--- config.mk ---
export PLATFORM = sky130hd
export DESIGN_NAME = six_bit_text_codec
export DESIGN_NICKNAME = d
export VERILOG_FILES = /design/src/hdl/scg_pkg.sv /design/src/hdl/scg_front.sv /design/src/hdl/scg_fifo.sv /design/src/hdl/scg_back.sv /design/src/hdl/six_bit_text_codec.sv
export VERILOG_INCLUDE_DIRS = /design/src /design/src/hdl
export SDC_FILE = /design/constraint.sdc
export NUM_CORES = 1
export LEC_CHECK = 0
export BUFFER_PORTS_ARGS = -buffer_cell sky130_fd_sc_hd__buf_2
export CORE_MARGIN = 8
export CORE_UTILIZATION = 45
export CTS_BUF_LIST = sky130_fd_sc_hd__clkbuf_4
export DETAILED_ROUTE_END_ITERATION = 8
export PLACE_DENSITY = 0.7
export SETUP_SLACK_MARGIN = 0.05
export SLEW_MARGIN = 10
export SYNTH_ARGS = -nofsm -noshare
export SYNTH_HDL_FRONTEND = slang
export SYNTH_SLANG_ARGS = --single-unit
--- constraint.sdc ---
create_clock -name clk_i -period 5.7 [get_ports clk_i]
set_input_delay 1.14 -clock clk_i [delete_from_list [all_inputs] [get_ports clk_i]]
set_output_delay 1.14 -clock clk_i [all_outputs]
set_load 0.005 [all_outputs]
--- src/hdl/six_bit_text_codec_assert.svh ---
// Assertion macros shared by the codec modules.
`ifndef SIX_BIT_TEXT_CODEC_ASSERT_SVH
`define SIX_BIT_TEXT_CODEC_ASSERT_SVH

// Condition must never hold outside reset.
`define SCG_ASSERT_NEVER(label, clk, rst_n, cond, msg) \
  label: assert property (@(posedge clk) disable iff (!rst_n) !(cond)) \
    else $error(msg);

// Antecedent implies consequent in the same cycle.
`define SCG_ASSERT_IMPL(label, clk, rst_n, ante, cons, msg) \
  label: assert property (@(posedge clk) disable iff (!rst_n) (ante) |-> (cons)) \
    else $error(msg);

// Antecedent implies consequent in the next cycle.
`define SCG_ASSERT_NEXT(label, clk, rst_n, ante, cons, msg) \
  label: assert property (@(posedge clk) disable iff (!rst_n) (ante) |=> (cons)) \
    else $error(msg);

`endif

--- src/hdl/scg_pkg.sv ---
package scg_pkg;

  localparam logic [7:0] CHAR_OFFSET = 8'h20;

  typedef enum logic {
    DIR_ENCODE = 1'b0,
    DIR_DECODE = 1'b1
  } dir_e;

  // One queued job: one or two result characters, last flag on the final one.
  typedef struct packed {
    logic       pair;
    logic [7:0] char0;
    logic [7:0] char1;
    logic       last;
  } entry_t;

  function automatic logic [7:0] six_to_char(input logic [5:0] v);
    return {2'b00, v} + CHAR_OFFSET;
  endfunction

endpackage

--- src/hdl/scg_front.sv ---
module scg_front (
  input  logic              clk_i,
  input  logic              rst_ni,
  input  logic              cfg_we_i,
  input  logic              cfg_wdata_i,
  input  logic              in_valid_i,
  output logic              in_stall_o,
  input  logic [7:0]        in_byte_i,
  input  logic              in_last_i,
  input  logic              queue_full_i,
  output logic              push_o,
  output scg_pkg::entry_t   push_data_o
);

  scg_pkg::dir_e dir_q;
  logic [1:0]    pos_q, pos_d;
  logic [5:0]    held_q, held_d;
  logic          accept;
  logic          produce;
  logic [7:0]    dec_c8;
  logic [5:0]    dec_c;

  assign in_stall_o = queue_full_i;
  assign accept     = in_valid_i && !queue_full_i;
  assign dec_c8     = in_byte_i - scg_pkg::CHAR_OFFSET;
  assign dec_c      = dec_c8[5:0];

  always_comb begin
    pos_d       = pos_q;
    held_d      = held_q;
    produce     = 1'b1;
    push_data_o = '0;
    push_data_o.last = in_last_i;
    if (dir_q == scg_pkg::DIR_ENCODE) begin
      case (pos_q)
        2'd1: begin
          push_data_o.char0 = scg_pkg::six_to_char({held_q[1:0], in_byte_i[7:4]});
          push_data_o.char1 = scg_pkg::six_to_char({in_byte_i[3:0], 2'b00});
          push_data_o.pair  = in_last_i;
          held_d = {2'b00, in_byte_i[3:0]};
          pos_d  = 2'd2;
        end
        2'd2: begin
          push_data_o.char0 = scg_pkg::six_to_char({held_q[3:0], in_byte_i[7:6]});
          push_data_o.char1 = scg_pkg::six_to_char(in_byte_i[5:0]);
          push_data_o.pair  = 1'b1;
          held_d = '0;
          pos_d  = 2'd0;
        end
        default: begin
          push_data_o.char0 = scg_pkg::six_to_char(in_byte_i[7:2]);
          push_data_o.char1 = scg_pkg::six_to_char({in_byte_i[1:0], 4'b0000});
          push_data_o.pair  = in_last_i;
          held_d = {4'b0000, in_byte_i[1:0]};
          pos_d  = 2'd1;
        end
      endcase
    end else begin
      held_d = dec_c;
      case (pos_q)
        2'd0: begin
          produce = 1'b0;
          pos_d   = 2'd1;
        end
        2'd1: begin
          push_data_o.char0 = {held_q, dec_c[5:4]};
          pos_d = 2'd2;
        end
        2'd2: begin
          push_data_o.char0 = {held_q[3:0], dec_c[5:2]};
          pos_d = 2'd3;
        end
        default: begin
          push_data_o.char0 = {held_q[1:0], dec_c};
          pos_d = 2'd0;
        end
      endcase
    end
    if (in_last_i) begin
      pos_d  = 2'd0;
      held_d = '0;
    end
  end

  assign push_o = accept && produce;

  always_ff @(posedge clk_i or negedge rst_ni) begin
    if (!rst_ni) begin
      dir_q  <= scg_pkg::DIR_ENCODE;
      pos_q  <= '0;
      held_q <= '0;
    end else begin
      if (cfg_we_i) begin
        dir_q <= scg_pkg::dir_e'(cfg_wdata_i);
      end
      if (accept) begin
        pos_q  <= pos_d;
        held_q <= held_d;
      end
    end
  end

endmodule

--- src/hdl/scg_fifo.sv ---
`include "six_bit_text_codec_assert.svh"

module scg_fifo #(
  parameter int DEPTH = 4
) (
  input  logic            clk_i,
  input  logic            rst_ni,
  input  logic            push_i,
  input  scg_pkg::entry_t push_data_i,
  output logic            full_o,
  input  logic            pop_i,
  output logic            empty_o,
  output scg_pkg::entry_t head_o
);

  localparam int PtrW = (DEPTH > 1) ? $clog2(DEPTH) : 1;
  localparam int CntW = $clog2(DEPTH + 1);

  scg_pkg::entry_t mem_q [DEPTH];
  logic [PtrW-1:0] wr_ptr_q, rd_ptr_q;
  logic [CntW-1:0] count_q;

  assign full_o  = (count_q == CntW'(DEPTH));
  assign empty_o = (count_q == '0);
  assign head_o  = mem_q[rd_ptr_q];

  always_ff @(posedge clk_i) begin
    if (push_i) begin
      mem_q[wr_ptr_q] <= push_data_i;
    end
  end

  always_ff @(posedge clk_i or negedge rst_ni) begin
    if (!rst_ni) begin
      wr_ptr_q <= '0;
      rd_ptr_q <= '0;
      count_q  <= '0;
    end else begin
      if (push_i) begin
        wr_ptr_q <= (wr_ptr_q == PtrW'(DEPTH - 1)) ? '0 : wr_ptr_q + 1'b1;
      end
      if (pop_i) begin
        rd_ptr_q <= (rd_ptr_q == PtrW'(DEPTH - 1)) ? '0 : rd_ptr_q + 1'b1;
      end
      if (push_i && !pop_i) begin
        count_q <= count_q + 1'b1;
      end else if (pop_i && !push_i) begin
        count_q <= count_q - 1'b1;
      end
    end
  end

  `SCG_ASSERT_NEVER(a_no_overflow, clk_i, rst_ni, push_i && full_o, "push into full queue")
  `SCG_ASSERT_NEVER(a_no_underflow, clk_i, rst_ni, pop_i && empty_o, "pop from empty queue")
  `SCG_ASSERT_NEXT(a_count_track, clk_i, rst_ni, push_i && !pop_i, count_q == $past(count_q) + 1'b1, "count lost a push")

endmodule

--- src/hdl/scg_back.sv ---
`include "six_bit_text_codec_assert.svh"

module scg_back (
  input  logic            clk_i,
  input  logic            rst_ni,
  input  logic            empty_i,
  input  scg_pkg::entry_t head_i,
  output logic            pop_o,
  output logic            out_valid_o,
  input  logic            out_stall_i,
  output logic [7:0]      out_byte_o,
  output logic            out_last_o
);

  logic       out_valid_q, out_valid_d;
  logic [7:0] out_byte_q, out_byte_d;
  logic       out_last_q, out_last_d;
  logic       idx_q, idx_d;
  logic       load;

  assign load = !empty_i && (!out_valid_q || !out_stall_i);

  always_comb begin
    out_byte_d  = out_byte_q;
    out_last_d  = out_last_q;
    idx_d       = idx_q;
    pop_o       = 1'b0;
    out_valid_d = out_valid_q && out_stall_i;
    if (load) begin
      out_valid_d = 1'b1;
      out_byte_d  = idx_q ? head_i.char1 : head_i.char0;
      out_last_d  = head_i.last && (idx_q || !head_i.pair);
      pop_o       = idx_q || !head_i.pair;
      idx_d       = head_i.pair && !idx_q;
    end
  end

  always_ff @(posedge clk_i or negedge rst_ni) begin
    if (!rst_ni) begin
      out_valid_q <= 1'b0;
      idx_q       <= 1'b0;
    end else begin
      out_valid_q <= out_valid_d;
      idx_q       <= idx_d;
    end
  end

  always_ff @(posedge clk_i) begin
    out_byte_q <= out_byte_d;
    out_last_q <= out_last_d;
  end

  assign out_valid_o = out_valid_q;
  assign out_byte_o  = out_byte_q;
  assign out_last_o  = out_last_q;

  `SCG_ASSERT_IMPL(a_second_half_held, clk_i, rst_ni, idx_q, !empty_i && head_i.pair, "second half without pair entry")
  `SCG_ASSERT_IMPL(a_pop_when_loaded, clk_i, rst_ni, pop_o, load, "pop without loading output")

endmodule

--- src/hdl/six_bit_text_codec.sv ---
// Channel  | Direction | Handshake                 | Payload
// ---------+-----------+---------------------------+----------------------------
// cfg      | in        | cfg_we_i                  | cfg_wdata_i (direction)
// in       | in        | in_valid_i / in_stall_o   | in_byte_i, in_last_i
// out      | out       | out_valid_o / out_stall_i | out_byte_o, out_last_o
//
// One input transaction per cycle while the queue has room; a result passes
// through a queue entry and then the output register before it appears.
// Encoding at group position 2 or on a last byte yields two results, which the
// single output register sends one after the other; the output sets the pace.
// out_stall_i holds the output register; in_stall_o rises when the
// QUEUE_DEPTH-entry queue is full. Reset clears state, queue and direction.
module six_bit_text_codec #(
  parameter int QUEUE_DEPTH = 4
) (
  input  logic       clk_i,
  input  logic       rst_ni,
  input  logic       cfg_we_i,
  input  logic       cfg_wdata_i,
  input  logic       in_valid_i,
  output logic       in_stall_o,
  input  logic [7:0] in_byte_i,
  input  logic       in_last_i,
  output logic       out_valid_o,
  input  logic       out_stall_i,
  output logic [7:0] out_byte_o,
  output logic       out_last_o
);

  logic            push, full, pop, empty;
  scg_pkg::entry_t push_data, head;

  scg_front u_front (
    .clk_i        (clk_i),
    .rst_ni       (rst_ni),
    .cfg_we_i     (cfg_we_i),
    .cfg_wdata_i  (cfg_wdata_i),
    .in_valid_i   (in_valid_i),
    .in_stall_o   (in_stall_o),
    .in_byte_i    (in_byte_i),
    .in_last_i    (in_last_i),
    .queue_full_i (full),
    .push_o       (push),
    .push_data_o  (push_data)
  );

  scg_fifo #(
    .DEPTH (QUEUE_DEPTH)
  ) u_fifo (
    .clk_i       (clk_i),
    .rst_ni      (rst_ni),
    .push_i      (push),
    .push_data_i (push_data),
    .full_o      (full),
    .pop_i       (pop),
    .empty_o     (empty),
    .head_o      (head)
  );

  scg_back u_back (
    .clk_i       (clk_i),
    .rst_ni      (rst_ni),
    .empty_i     (empty),
    .head_i      (head),
    .pop_o       (pop),
    .out_valid_o (out_valid_o),
    .out_stall_i (out_stall_i),
    .out_byte_o  (out_byte_o),
    .out_last_o  (out_last_o)
  );

endmodule

==> results_dict.tcl <==
set metrics [dict create \
    synth-edff-count 77 \
    clkTransAtPathRegs_ps 140 \
    grt_pass1_wl_um 12000 \
    first_global_vias 2334 \
    async_reset_ff_share_pct 18.9 \
    power.density_mw_per_mm2 527 \
    p_switching_mw 0.799 \
    dpl_worst_slack_ps 2590 \
    initial_utilization_pct 46.1 \
    crit_fanout 20 \
    track_usage_pct 12.0 \
    critical_path_required_ps 6050 \
    yosysSeqAreaShare_pct 65.4 \
    synth_ff_type "edfxtp_1" \
    grt_overflow_total 0 \
    port_buffers 25 \
    fin_crit_ps 2820 \
    slew_violations 0 \
    setup_ws_ps 2880 \
    hold_start "u_front.held_q[5]" \
    clkPwrFrac_pct 16.8 \
    syn_nets 306 \
    die_x_um 113 \
    die_area_mm2 0.0127 \
    final.setup.tns_ps 0 \
    synth_area_mm2 0.00422 \
    vias 2348 \
    synth_seq_cells 95 \
    ir_drop_v 0.000255 \
    globalplace.congestion 0.845 \
    nNetsFinal 327 \
    p_int_mw 1.62 \
    routed_wl_um 7330 \
    layout_worst_path_cycle_share_pct 49.5 \
    relSlewSlack_pct 44.7 \
    synth_cells 280 \
    coreArea_mm2 0.00915 \
    hold_viol_final 0 \
    drive_gt1_share_pct 23.2 \
    p_comb_share_pct 35.7 \
    cts.path.max_buffers 2 \
    row_count 35 \
    power_frac_seq_pct 47.4 \
    mostFrequentLayoutCell "edfxtp_1" \
    p_total_mw 2.42 \
    synth.avg_cell_area_um2 15.1 \
    worst_slew_pin_slew_ps 830 \
    final_util_pct 50.1 \
    cts-buffers-inserted 9 \
    drt_iter0_drc 122 \
    avgRoutedWirePerCell_um 17.5 \
    instances_no_fill 418 \
    min_path_type "flip-flop to flip-flop" \
    htreeDepth 3 \
    ant_nets 0 \
    drt_pass1_iterations 4 \
    fillers 764 \
    clk_latency_ps 420 \
    dp_hpwl_um 4870 \
    yosysUniqueCellTypes 44 \
    syn_to_final_growth_pct 8.65 \
    drcViolationCount 0 \
    swShare_pct 33.0 \
    ys_warn_count 0 \
    rsz0062_at_grt "false" \
    postCtsSetupBuffers 0 \
    final-setup-viol-count 0 \
    clock.fmax_mhz 354 \
    end_kind "flip-flop" \
    cp-start-kind "flip-flop" \
    cts_tree "built" \
    worstSetupPathType "flip-flop to flip-flop" \
    grt_max_degree 24 \
    io_pins 26 \
    antenna_found_initial 1 \
    dp.cells 401 \
    ctsHoldBuffers 0 \
    crit_arrival_ps 3170 \
    startpoint "u_fifo.rd_ptr_q[1]" \
    die_h_um 113 \
    vias_per_cell 5.62 \
    status "complete, no violations" \
    worstReg2RegStart "u_fifo.rd_ptr_q[1]" \
    drv_cap 0 \
    fin_worst_skew_ps 16.7 \
    ctsResizeCount 0 \
    p_leak_nw 1.66 \
    root_buffer "clkbuf_4" \
    cts.sinks 95 \
    most-common-layout-cells "edfxtp_1 (77), buf_2 (25), nand2_1 (22), nor2_1 (19), dfrtp_1 (18)" \
]
## flip-flops by register name, summed over array words and instances, names as in the netlist, 2 cells and up
register and cells:
u_back.out_byte_o 8, u_fifo.mem_q 68, u_fifo.rd_ptr_q 2, u_front.held_q 6, u_fifo.count_q 3, u_front.pos_q 2
u_fifo.wr_ptr_q 2
## cells in the mapped netlist, drive strengths merged, types with 2 or more instances
cell    count  area, um2
o21ai      14       70.1
and3        2       12.5
a22o        2       17.5
nand2b      3       18.8
dfrtp      18        450
and2        5       31.3
inv         9       33.8
mux2       11        128
edfxtp     77       2310
xor2        2       17.5
o31ai       3       22.5
nor2b       2       12.5
a221oi      7       61.3
a21oi       8       43.8
nor3b       3       22.5
or3         2       17.5
nand2      22       82.6
buf         7       40.0
ha         10        125
mux2i       3       30.0
nor2       19       71.3
a22oi       8       60.1
clkbuf      9       33.8
nor3        4       20.0
mux4       16        360
a211oi      2       15.0
a21o        3       22.5
## through the flow
step	hold WS, ps	cell area [um2]
after detailed placement	475	4420
after global placement	457	4420
final	503	4590
after global routing	530	4590
after floorplan	444	4220
after CTS	497	4580
## layout make-up
cell class              instances  area, um2  area share, %
inverters                       9       33.8          0.736
repair buffers                 26        133           2.89
clock inverters                 6       90.1           1.96
diodes                          1       2.50         0.0546
flip-flops and latches         95       2760           60.2
multi-input cells             160       1350           29.5
well taps                     111        139           3.03
clock buffers                  10       75.1           1.64
## layer usage
layer	global-route usage, %	vias up	part of all wire, %
met5	0	-	0
met4	5.86	0	1.5
met3	2.40	7	3.4
met2	19.6	47	48
met1	15.1	1174	47
li1	-	1120	-
## power by group through the flow
| stage | sequential (mW) | combinational [mW] | clock (mW) |
|---|---|---|---|
| 4_1_cts | 1.15 | 0.876 | 0.421 |
| 6_report | 1.15 | 0.863 | 0.407 |
| 3_5_place_dp | 1.17 | 0.872 | 0 |
| 2_1_floorplan | 1.11 | 0.701 | 0 |
| 5_1_grt | 1.17 | 0.963 | 0.445 |
| 3_3_place_gp | 1.16 | 0.846 | 0 |
## path summary, 6_finish.rpt
kind,to,slack [ps],cells past startpoint
min in group asynchronous,u_front.pos_q[0],640,1
worst max register to register,u_fifo.count_q[2],2880,9
max in group asynchronous,u_front.held_q[1],4760,1
worst min register to register,u_front.held_q[5],500,2
worst max-delay path,u_fifo.count_q[2],2880,9
worst min-delay path,u_front.held_q[5],500,2
## worst max-delay path, stage by stage (launching register included)
cell and delay (ps):
dfrtp_1 890, mux2i_1 220, nor3b_1 380, or3_4 210, ha_1 180, inv_1 60, fa_1 380, xor2_1 170
nor2_1 110, xor2_1 150
## cell families (layout without fill, tap and decap cells)
group	after synthesis	count (layout)	share of synthesized area, %
compound gates	52	52	8.51
xor+xnor	3	3	0.623
fa+ha+maj	11	11	3.44
buf+inv	25	51	2.55
flops	95	95	65.4
mux	30	30	12.3
other cells	0	1	0
simple gates	64	64	7.17
Power figures use the tool's default switching activity.
